**config.mk**
```make
export PLATFORM = sky130hd
export DESIGN_NAME = rational_arith_reduce
export DESIGN_NICKNAME = d
export VERILOG_FILES = /design/src/rtl/rar_pkg.sv /design/src/rtl/rational_arith_reduce.sv /design/src/rtl/rar_divider.sv
export SDC_FILE = /design/constraint.sdc
export NUM_CORES = 2
export LEC_CHECK = 0
export BUFFER_PORTS_ARGS = -buffer_cell sky130_fd_sc_hd__buf_2
export CAP_MARGIN = 20
export CORE_MARGIN = 2
export CORE_UTILIZATION = 48
export CTS_BUF_LIST = sky130_fd_sc_hd__clkbuf_4 sky130_fd_sc_hd__clkbuf_8
export CTS_CLUSTER_DIAMETER = 150
export DETAILED_ROUTE_END_ITERATION = 10
export PLACE_DENSITY_LB_ADDON = 0.12
export SLEW_MARGIN = 15
export SYNTH_ARGS = -nofsm -noshare
export SYNTH_HDL_FRONTEND = slang
export SYNTH_SLANG_ARGS = --single-unit
```
**constraint.sdc**
```tcl
create_clock -name clk -period 15.3 [get_ports clk]
set_input_delay 2.295 -clock clk [delete_from_list [all_inputs] [get_ports clk]]
set_output_delay 2.295 -clock clk [all_outputs]
set_load 0.05 [all_outputs]
```
**src/rtl/rar_pkg.sv**
```systemverilog
// Package for the rational arithmetic reducer: payload word types, operation codes
// and sequencer states. No dependencies.
package rar_pkg;

    localparam int OPERAND_WIDTH = 16;
    localparam int NUM_W = 2 * OPERAND_WIDTH + 1;
    localparam int DEN_W = 2 * OPERAND_WIDTH - 1;
    localparam int MAG_W = 2 * OPERAND_WIDTH;

    localparam logic [2:0] KIND_ADD = 3'd0;
    localparam logic [2:0] KIND_SUB = 3'd1;
    localparam logic [2:0] KIND_MUL = 3'd2;
    localparam logic [2:0] KIND_DIV = 3'd3;
    localparam logic [2:0] KIND_CMP = 3'd4;

    typedef struct packed {
        logic [2:0]                    kind;
        logic signed [OPERAND_WIDTH-1:0] a_num;
        logic signed [OPERAND_WIDTH-1:0] a_den;
        logic signed [OPERAND_WIDTH-1:0] b_num;
        logic signed [OPERAND_WIDTH-1:0] b_den;
    } in_word_t;

    typedef struct packed {
        logic signed [NUM_W-1:0] res_num;
        logic [DEN_W-1:0]        res_den;
        logic                    is_equal;
        logic                    undefined;
    } out_word_t;

    typedef enum logic [3:0] {
        ST_IDLE,
        ST_MUL1,
        ST_MUL2,
        ST_CHECK,
        ST_GCD,
        ST_DIVN,
        ST_DIVD,
        ST_DONE
    } state_t;

endpackage

```
**src/rtl/rational_arith_reduce.sv**
```systemverilog
// Top level of the rational arithmetic reducer.
// Depends on rar_pkg and rar_divider.
//
// Takes one word of two fractions and an operation, forms the cross products
// with one shared multiplier in the states MUL1, MUL2 and CHECK, reduces by the
// greatest common divisor found with a Euclidean loop whose remainders come from
// the shared bit-serial divider, and then divides numerator and denominator by
// it with the same divider. An undefined operand or an unknown operation ends
// the item after MUL1; a compare, a zero result denominator or a zero
// numerator ends it after CHECK, with no reduction. A new word is taken as soon
// as the previous result sits in the output register; the block waits in its
// last step while that register is still full.
module rational_arith_reduce
(
    input  logic               clk,
    input  logic               rst_n,
    input  logic               in_valid,
    output logic               in_ready,
    input  rar_pkg::in_word_t  in_data,
    output logic               out_valid,
    input  logic               out_ready,
    output rar_pkg::out_word_t out_data
);

    localparam int OW = rar_pkg::OPERAND_WIDTH;
    localparam int PW = 2 * OW + 1;

    rar_pkg::state_t state_reg, state_next;

    logic [2:0]                     kind_reg;
    logic signed [OW-1:0]           an_reg, ad_reg, bn_reg, bd_reg;
    logic signed [PW-1:0]           p0_reg, p1_reg;
    logic signed [PW-1:0]           p0_next, p1_next;
    logic [rar_pkg::MAG_W-1:0]      x_reg, y_reg, nm_reg, dm_reg;
    logic [rar_pkg::MAG_W-1:0]      x_next, y_next, nm_next, dm_next;
    logic                           neg_reg, neg_next;
    rar_pkg::out_word_t             res_reg, res_next;
    logic                           out_valid_reg;

    logic signed [OW-1:0]           mul_a, mul_b;
    logic signed [2*OW-1:0]         mul_p;
    logic signed [PW-1:0]           n_val;
    logic                           div_start;
    logic [rar_pkg::MAG_W-1:0]      div_dvd, div_dsr, div_q, rem_val;
    logic                           div_done;
    logic                           div_wait_reg, div_wait_next;

    rar_divider u_div
    (
        .clk       (clk),
        .rst_n     (rst_n),
        .start     (div_start),
        .dividend  (div_dvd),
        .divisor   (div_dsr),
        .done      (div_done),
        .quotient  (div_q),
        .remainder (rem_val)
    );

    assign mul_p = mul_a * mul_b;

    always_comb
    begin
        mul_a = an_reg;
        mul_b = bd_reg;
        case (state_reg)
            rar_pkg::ST_MUL1:
            begin
                mul_a = an_reg;
                mul_b = (kind_reg == rar_pkg::KIND_MUL) ? bn_reg : bd_reg;
            end
            rar_pkg::ST_MUL2:
            begin
                mul_a = ad_reg;
                mul_b = bn_reg;
            end
            default:
            begin
                mul_a = ad_reg;
                mul_b = (kind_reg == rar_pkg::KIND_DIV) ? bn_reg : bd_reg;
            end
        endcase
    end

    always_comb
    begin
        case (kind_reg)
            rar_pkg::KIND_ADD: n_val = p0_reg + p1_reg;
            rar_pkg::KIND_SUB: n_val = p0_reg - p1_reg;
            default:           n_val = p0_reg;
        endcase
    end

    // Next state.
    always_comb
    begin
        state_next = state_reg;
        case (state_reg)
            rar_pkg::ST_IDLE:
                if (in_valid)
                    state_next = rar_pkg::ST_MUL1;
            rar_pkg::ST_MUL1:
                if (kind_reg > rar_pkg::KIND_CMP || ad_reg == '0 || bd_reg == '0)
                    state_next = rar_pkg::ST_DONE;
                else
                    state_next = rar_pkg::ST_MUL2;
            rar_pkg::ST_MUL2:
                state_next = rar_pkg::ST_CHECK;
            rar_pkg::ST_CHECK:
                if (kind_reg == rar_pkg::KIND_CMP || mul_p == '0 || n_val == '0)
                    state_next = rar_pkg::ST_DONE;
                else
                    state_next = rar_pkg::ST_GCD;
            rar_pkg::ST_GCD:
                if (div_wait_reg && div_done && rem_val == '0)
                    state_next = rar_pkg::ST_DIVN;
            rar_pkg::ST_DIVN:
                if (div_wait_reg && div_done)
                    state_next = rar_pkg::ST_DIVD;
            rar_pkg::ST_DIVD:
                if (div_wait_reg && div_done)
                    state_next = rar_pkg::ST_DONE;
            rar_pkg::ST_DONE:
                if (!out_valid_reg || out_ready)
                    state_next = rar_pkg::ST_IDLE;
            default:
                state_next = rar_pkg::ST_IDLE;
        endcase
    end

    // Datapath and outputs of the sequencer.
    always_comb
    begin
        p0_next       = p0_reg;
        p1_next       = p1_reg;
        x_next        = x_reg;
        y_next        = y_reg;
        nm_next       = nm_reg;
        dm_next       = dm_reg;
        neg_next      = neg_reg;
        res_next      = res_reg;
        div_start     = 1'b0;
        div_dvd       = x_reg;
        div_dsr       = y_reg;
        div_wait_next = div_wait_reg;
        case (state_reg)
            rar_pkg::ST_MUL1:
            begin
                p0_next  = PW'(mul_p);
                res_next = '0;
                if (kind_reg > rar_pkg::KIND_CMP || ad_reg == '0 || bd_reg == '0)
                    res_next.undefined = 1'b1;
            end
            rar_pkg::ST_MUL2:
            begin
                p1_next = PW'(mul_p);
            end
            rar_pkg::ST_CHECK:
            begin
                // The denominator product is formed here, reusing the multiplier.
                if (kind_reg == rar_pkg::KIND_CMP)
                    res_next.is_equal = (p0_reg == p1_reg);
                else if (PW'(mul_p) == '0)
                    res_next.undefined = 1'b1;
                else if (n_val == '0)
                    res_next.res_den = rar_pkg::DEN_W'(1);
                else
                begin
                    neg_next      = n_val[PW-1] ^ mul_p[2*OW-1];
                    nm_next       = rar_pkg::MAG_W'(n_val[PW-1] ? -n_val : n_val);
                    dm_next       = rar_pkg::MAG_W'(mul_p[2*OW-1] ? -mul_p : mul_p);
                    x_next        = nm_next;
                    y_next        = dm_next;
                    div_wait_next = 1'b0;
                end
            end
            rar_pkg::ST_GCD:
            begin
                if (!div_wait_reg)
                begin
                    div_start     = 1'b1;
                    div_wait_next = 1'b1;
                end
                else if (div_done)
                begin
                    div_wait_next = 1'b0;
                    if (rem_val == '0)
                        x_next = y_reg;
                    else
                    begin
                        x_next = y_reg;
                        y_next = rem_val;
                    end
                end
            end
            rar_pkg::ST_DIVN:
            begin
                div_dvd = nm_reg;
                if (!div_wait_reg)
                begin
                    div_start     = 1'b1;
                    div_wait_next = 1'b1;
                end
                else if (div_done)
                begin
                    div_wait_next = 1'b0;
                    res_next.res_num = neg_reg ? -rar_pkg::NUM_W'(div_q)
                                               : rar_pkg::NUM_W'(div_q);
                end
            end
            rar_pkg::ST_DIVD:
            begin
                div_dvd = dm_reg;
                if (!div_wait_reg)
                begin
                    div_start     = 1'b1;
                    div_wait_next = 1'b1;
                end
                else if (div_done)
                begin
                    div_wait_next    = 1'b0;
                    res_next.res_den = rar_pkg::DEN_W'(div_q);
                end
            end
            default:
            begin
            end
        endcase
    end

    always_ff @(posedge clk or negedge rst_n)
    begin
        if (!rst_n)
        begin
            state_reg     <= rar_pkg::ST_IDLE;
            out_valid_reg <= 1'b0;
            div_wait_reg  <= 1'b0;
        end
        else
        begin
            state_reg    <= state_next;
            div_wait_reg <= div_wait_next;
            if (state_reg == rar_pkg::ST_DONE && (!out_valid_reg || out_ready))
                out_valid_reg <= 1'b1;
            else if (out_ready)
                out_valid_reg <= 1'b0;
        end
    end

    always_ff @(posedge clk)
    begin
        if (state_reg == rar_pkg::ST_IDLE && in_valid)
        begin
            kind_reg <= in_data.kind;
            an_reg   <= OW'(in_data.a_num);
            ad_reg   <= OW'(in_data.a_den);
            bn_reg   <= OW'(in_data.b_num);
            bd_reg   <= OW'(in_data.b_den);
        end
        p0_reg  <= p0_next;
        p1_reg  <= p1_next;
        x_reg   <= x_next;
        y_reg   <= y_next;
        nm_reg  <= nm_next;
        dm_reg  <= dm_next;
        neg_reg <= neg_next;
        res_reg <= res_next;
        if (state_reg == rar_pkg::ST_DONE && (!out_valid_reg || out_ready))
            out_data <= res_reg;
    end

    assign in_ready  = (state_reg == rar_pkg::ST_IDLE);
    assign out_valid = out_valid_reg;

    a_div_only_in_reduce: assert property (@(posedge clk) disable iff (!rst_n)
        div_start |-> (state_reg == rar_pkg::ST_GCD || state_reg == rar_pkg::ST_DIVN
                       || state_reg == rar_pkg::ST_DIVD))
        else $error("divider started outside the reduction steps");

    a_undef_clean: assert property (@(posedge clk) disable iff (!rst_n)
        (out_valid && out_data.undefined) |-> (out_data.res_den == '0 && !out_data.is_equal))
        else $error("undefined result carries a denominator or equality");

    a_done_leaves: assert property (@(posedge clk) disable iff (!rst_n)
        (state_reg == rar_pkg::ST_DONE && !out_valid_reg) |=> state_reg == rar_pkg::ST_IDLE)
        else $error("finished result not handed to the output register");

endmodule

```
**src/rtl/rar_divider.sv**
```systemverilog
// Restoring bit-serial divider of 32-bit magnitudes, one quotient bit per cycle.
// Depends on rar_pkg for the magnitude width.
module rar_divider
(
    input  logic                      clk,
    input  logic                      rst_n,
    input  logic                      start,
    input  logic [rar_pkg::MAG_W-1:0] dividend,
    input  logic [rar_pkg::MAG_W-1:0] divisor,
    output logic                      done,
    output logic [rar_pkg::MAG_W-1:0] quotient,
    output logic [rar_pkg::MAG_W-1:0] remainder
);

    localparam int CW = $clog2(rar_pkg::MAG_W + 1);

    logic [rar_pkg::MAG_W-1:0] quo_reg, quo_next;
    logic [rar_pkg::MAG_W-1:0] rem_reg, rem_next;
    logic [rar_pkg::MAG_W-1:0] dsr_reg, dsr_next;
    logic [CW-1:0]             cnt_reg, cnt_next;
    logic                      busy_reg, busy_next;
    logic                      done_reg, done_next;
    logic [rar_pkg::MAG_W:0]   trial;
    logic [rar_pkg::MAG_W:0]   diff;

    always_comb
    begin
        trial     = {rem_reg, quo_reg[rar_pkg::MAG_W-1]};
        diff      = trial - {1'b0, dsr_reg};
        quo_next  = quo_reg;
        rem_next  = rem_reg;
        dsr_next  = dsr_reg;
        cnt_next  = cnt_reg;
        busy_next = busy_reg;
        done_next = 1'b0;
        if (start)
        begin
            quo_next  = dividend;
            rem_next  = '0;
            dsr_next  = divisor;
            cnt_next  = CW'(rar_pkg::MAG_W);
            busy_next = 1'b1;
        end
        else if (busy_reg)
        begin
            if (!diff[rar_pkg::MAG_W])
            begin
                rem_next = diff[rar_pkg::MAG_W-1:0];
                quo_next = {quo_reg[rar_pkg::MAG_W-2:0], 1'b1};
            end
            else
            begin
                rem_next = trial[rar_pkg::MAG_W-1:0];
                quo_next = {quo_reg[rar_pkg::MAG_W-2:0], 1'b0};
            end
            cnt_next = cnt_reg - CW'(1);
            if (cnt_reg == CW'(1))
            begin
                busy_next = 1'b0;
                done_next = 1'b1;
            end
        end
    end

    always_ff @(posedge clk or negedge rst_n)
    begin
        if (!rst_n)
        begin
            busy_reg <= 1'b0;
            done_reg <= 1'b0;
            cnt_reg  <= '0;
        end
        else
        begin
            busy_reg <= busy_next;
            done_reg <= done_next;
            cnt_reg  <= cnt_next;
        end
    end

    always_ff @(posedge clk)
    begin
        quo_reg <= quo_next;
        rem_reg <= rem_next;
        dsr_reg <= dsr_next;
    end

    assign done      = done_reg;
    assign quotient  = quo_reg;
    assign remainder = rem_reg;

endmodule

```
Word-level counts from Yosys, hierarchy flattened
Cells that the tools add are included.
{ "classes": {"n_mux": 66, "n_bitwise": 4, "eq_ne": 31, "magnitude_cmp": 1, "reduce_logical": 35, "n_addsub": 7, "multipliers": 1} }
{ "op_table": {"columns": ["cell", "count"], "rows": [
  ["$mux W32", 16],
  ["$pmux W32 S2", 3],
  ["$mux W31", 5],
  ["$pmux W33 S2", 2],
  ["$mux W33", 3],
  ["$pmux W31 S3", 1],
  ["$logic_not A33 Y1", 2],
  ["$logic_not A32 Y1", 2],
  ["$neg A32 Y32", 2],
  ["$mux W16", 3],
  ["$add A32 B32 Y33", 1],
  ["$neg A32 Y33", 1],
  ["$sub A32 B32 Y33", 1],
  ["$sub A33 B32 Y33", 1],
  ["$eq A32 B32 Y1", 1],
  ["$logic_not A16 Y1", 2],
  ["$mul A16 B16 Y32", 1],
  ["$pmux W16 S2", 1],
  ["$pmux W4 S8", 1],
  ["$ne A2 B2 Y1 const B", 14],
  ["$mux W1", 20],
  ["$mux W4", 5],
  ["$eq A4 B3 Y1 const B", 4],
  ["$mux W6", 2],
  ["29 further kinds", 51]
]} }
{ "word_totals": {"out_inout_bits": 68, "input_bits": 71, "wordCells": 174, "register_bits": 502} }

Logic depth before layout (Yosys ltp)
{ "logic_depth": {"depth_word": 10, "mapped_depth": 37, "ltp_nobuf": 32} }

Hierarchy
From an unflattened synthesis, not the netlist that was laid out.
{ "unflattened": {"hier_cells": 3452, "hier_area_um2": 36922.9} }
{ "modules_own_cells": {"columns": ["module", "cells_each", "n_inst", "seq_area_each_um2", "area_per_inst_um2"], "rows": [
  ["rational_arith_reduce", 2902, 1, 11896.4, 31072.3],
  ["rar_divider", 550, 1, 2762.6, 5850.6]
]} }

Least setup slack after synthesis
No wires, ideal clock.
{ "synth_timing": {"kind": "flip-flop to flip-flop", "start": "register kind_reg[0]", "end": "register x_reg[0] in the netlist's numbering, enable pin", "required_ns": 14.872, "setup_time_ns": 0.428, "path_stages_with_launch": 31, "period_less_slack_ns": 12.333, "setup_slack_ns": 2.967, "arrival_ns": 11.905, "n_path_buf": 4, "path_cell_list": "edfxtp_1 clkbuf_1 nand3b_1 nand2_1 a21oi_1 clkbuf_1 buf_1 mux2i_1 nor2_1 fa_1 fa_1 inv_1 fa_1 fa_1 fa_1 fa_1 inv_1 ha_1 clkbuf_1 nand2_1 o21ai_0 nor3_1 a311oi_1 nand2_1 a211oi_1 or4_1 nor2_1 nand2_1 o31ai_1 nor3_2 o21bai_1"} }
{ "synth_between": {"elab_chain_cells": 7, "word_cells_on_any_way": 16, "cone_classes": "1 x mul; 7 x eq/ne; 4 x mux; 4 x reduce/logical"} }
{ "synth_lines": {"columns": ["element", "line_no", "source"], "rows": [
  ["start, declared", "rational_arith_reduce.sv:30", "logic [2:0] kind_reg;"],
  ["start signal, assigned", "rational_arith_reduce.sv:254", "kind_reg <= in_data.kind;"],
  ["$eq A3 B2 Y1 (on tied branches)", "rational_arith_reduce.sv:80, rational_arith_reduce.sv:70", null],
  ["$mux W16 (on tied branches)", "rational_arith_reduce.sv:80, rational_arith_reduce.sv:70", null],
  ["$pmux W16 S2 *", "rational_arith_reduce.sv:66", "case (state_reg)"],
  ["$mul A16 B16 Y32 *", "rational_arith_reduce.sv:60", "assign mul_p = mul_a * mul_b;"],
  ["net mul_p[24]", "rational_arith_reduce.sv:41", "logic signed [2*OW-1:0] mul_p;"],
  ["$logic_not A33 Y1 *", "rational_arith_reduce.sv:163", "else if (PW'(mul_p) == '0)"],
  ["$ne A2 B2 Y1 (no source line) *", null, null],
  ["$reduce_and A6 Y1 (no source line) *", null, null],
  ["end signal, assigned", "rational_arith_reduce.sv:262", "x_reg <= x_next;"],
  ["end, declared", "rational_arith_reduce.sv:34", "logic [rar_pkg::MAG_W-1:0] x_reg, y_reg, nm_reg, dm_reg;"]
]} }
Mark *: on every way through the listed nets, which the timed path passes. The rest lies on a longest branch.
A chain may end at the register's enable or synchronous reset.

Worst setup path after layout
{ "layout_timing": {"start": "register kind_reg[1]", "end": "register x_reg[13] in the netlist's numbering, enable pin"} }
{ "layout_between": {"elab_chain_cells": 7, "word_cells_on_any_way": 16, "cone_classes": "1 x mul; 7 x eq/ne; 4 x mux; 4 x reduce/logical"} }
{ "layout_lines": {"columns": ["element", "line_no"], "rows": [
  ["$eq A3 B2 Y1 (on tied branches)", "rational_arith_reduce.sv:80, rational_arith_reduce.sv:70"],
  ["$mux W16 (on tied branches)", "rational_arith_reduce.sv:80, rational_arith_reduce.sv:70"],
  ["$pmux W16 S2", "rational_arith_reduce.sv:66"],
  ["$mul A16 B16 Y32", "rational_arith_reduce.sv:60"],
  ["$logic_not A33 Y1", "rational_arith_reduce.sv:163"],
  ["$ne A2 B2 Y1 (no source line)", null],
  ["$reduce_and A6 Y1 (no source line) *", null]
]} }
Mark *: on every way between the ends. The rest lies on a longest branch, timed or not.

==> summary.txt <==
Via-to-Cell Ratio -> 5.73
Synth area leaders -> edfxtp_1 (37%), fa_1 (14%), ha_1 (6.2%), nand2_1 (4.4%), nor2_1 (3.6%)
Met2 GRT Util -> 0.457
Sum of buffers and inverters on the critical path -> 6
GRT Util Overall -> 0.268
Synth async-reset ratio -> 0.0259
Area delta synth->final -> 9.57%
Met1 usage -> 0.348
Yosys cell types -> 110
Clk sinks -> 501
WP data arrival -> 12240 ps
DP Wirelength -> 81500 um
First-pass GRT wire length -> 161000 um
Root Buffer -> clkbuf_8
Number of routed nets with antenna violations -> 0
Htree depth -> 3
Post-synth top flop -> edfxtp_1
Port bufs -> 138
Clk slew on worst S/H paths -> 60 ps
Layout cell share with drive strength beyond 1 -> 0.123
Worst setup SP type -> flop
Max-Cap Viols -> 0
Worst path top cell family by delay -> adder cells
Residual DRC -> 0
Num CTS Buffers -> 85
DR WL/cell -> 21.8 um
Cell Area, Synth -> 36800 sq um
Hold path cells -> 0
Worst skew pair latency -> 730 ps
Max clock buf depth -> 3
Setup TNS -> 0 ps
YS warnings -> 0
Mapped Avg Cell Area -> 10.3 sq um
Sequential area share after synthesis -> 0.398
Min-Delay Path Class -> reg -> reg
Gpl congestion -> 0.936
Initial DRC count -> 2292
Initial antenna violation count -> 2
Core area -> 75900 sq um
Critical Path RT -> 15710 ps
Ports -> 139
RSZ-0062 raised after global routing -> false
Crit-path max FO -> 69
Most frequent cells in the layout -> edfxtp_1 (456), nand2_1 (430), nor2_1 (354)
Fmax -> 84.6 MHz
Status -> finished clean
Final nets -> 4212
Worst setup EP type -> flop
Cell count of the worst reg-to-reg path -> 30
Syn nets -> 4093
CP dominant cell by count -> fa_1
Post-CTS setup buffers -> 0
Die span in x -> 281 um
Post-synth EDFFs -> 456
Final period util -> 0.773
Count of final max-slew check failures -> 0
R2R setup slack -> 3480 ps
Met3 GRT Util -> 0.0405
Site Rows -> 101
Commonest non-fill, non-tap cell in the layout -> edfxtp_1
Synthesized instance count -> 3574
Initial Utilization -> 0.485
Worst Hold End -> out_data[39]$_DFFE_PP_
Via count -> 27400
RR Startpoint -> kind_reg[1]$_DFFE_PP_
Crit path largest cell delay -> 900 ps
Slew @ Worst Pin -> 1150 ps
CTS tree -> built
Total global routing overflow -> 0
Critical path class -> reg -> reg
Min-delay src -> res_reg[39]$_SDFFCE_PP0P_
Die height -> 281 um
Setup-violating endpoint count in the final report -> 0
Number of global-route vias before repair -> 27000
Worst Setup SP -> kind_reg[1]$_DFFE_PP_
Largest net degree at the start of global routing -> 85
Yosys top cell area share -> 0.372
Drt pass-1 iters -> 6
R2R Path End -> x_reg[13]$_DFFE_PP_
Yosys top cell by area -> edfxtp_1
Hold-fix buffers, CTS -> 0
Slew HR -> 0.213
Routed Wire Length -> 104000 um
Fin crit period -> 11820 ps
Synthesized flop and latch total -> 501
Post_cts resized -> 0
Most crowded layer after global routing -> met2
Slowest cell on crit path -> o31ai_1
Die Area -> 79000 sq um
Fin Clk Skew -> 51.3 ps
Fin. Hold Viols -> 0
==> synthesized netlist by cell type, types with 32 or more instances <==
cell      instances
and2_1           42
o31ai_1          36
nor2_1          357
nor4_1           32
xor2_1           67
clkbuf_1        115
edfxtp_1        456
ha_1            183
fa_1            265
mux2_2           54
nand3_1          39
a31oi_1          51
xnor2_1          96
inv_1           350
o21ai_0         137
nand2_1         431
nor3_1           51
a22oi_1          33
mux2i_1          39
dfxtp_1          32
a21oi_1         171
==> how the worst max path moves through the flow <==
stage / endpoint / cells after the start / slack (ps)
after global placement: x_reg[14]$_DFFE_PP_ / 30 / 3900
after floorplan: x_reg[0]$_DFFE_PP_ / 30 / 2970
after detailed placement: x_reg[14]$_DFFE_PP_ / 30 / 3560
after CTS: x_reg[29]$_DFFE_PP_ / 30 / 3500
final: x_reg[13]$_DFFE_PP_ / 30 / 3480
after global routing: x_reg[12]$_DFFE_PP_ / 30 / 2680
==> metal layers <==
layer	wire length [um]	share of wire
met4	4010	0.038
met5	0	0
met1	43400	0.42
met2	50400	0.48
met3	6640	0.064
==> per-stage QoR <==
step	setup WS [ps]	std cells	cell area (sq um)	utilization	hold slack, ps
CTS	3500	4789	40400	0.531	417
global route	2680	4790	40400	0.531	422
global placement	3900	4635	38600	0.508	402
detailed placement	3560	4636	38600	0.508	405
floorplan	2970	3574	36800	-	400
finish	3480	4790	40400	0.531	408
==> cell type report <==
class                   count  area (sq um)
diodes                      1          2.50
fillers                  6889         35600
multi-input cells        2563         20300
flip-flops and latches    501         14700
clock inverters            33           314
inverters                 359          1350
well taps                1030          1290
clock buffers             120          1440
repair buffers            183          1030
==> worst reg2reg max path, delay by kind of cell, from the launching register on <==
kind | cells | cell delay, ps
compound gates | 8 | 2230
xor+xnor | 1 | 720
fa+ha+maj | 7 | 3610
buf+inv | 6 | 2230
flops | 1 | 510
mux | 1 | 900
simple gates | 7 | 1330
==> cell families after synthesis <==
group | after synthesis | share of synthesized area
adders and majority gates | 448 | 0.206
AOI/OAI and AO/OA | 722 | 0.134
and+or+nand+nor | 1136 | 0.142
buffers and inverters | 510 | 0.0537
xor gates and xnor gates | 163 | 0.0388
muxes | 94 | 0.0275
DFF | 501 | 0.398
Power is not shown: default switching activity piles up to over one toggle a cycle in this logic, so the estimate is an artifact.
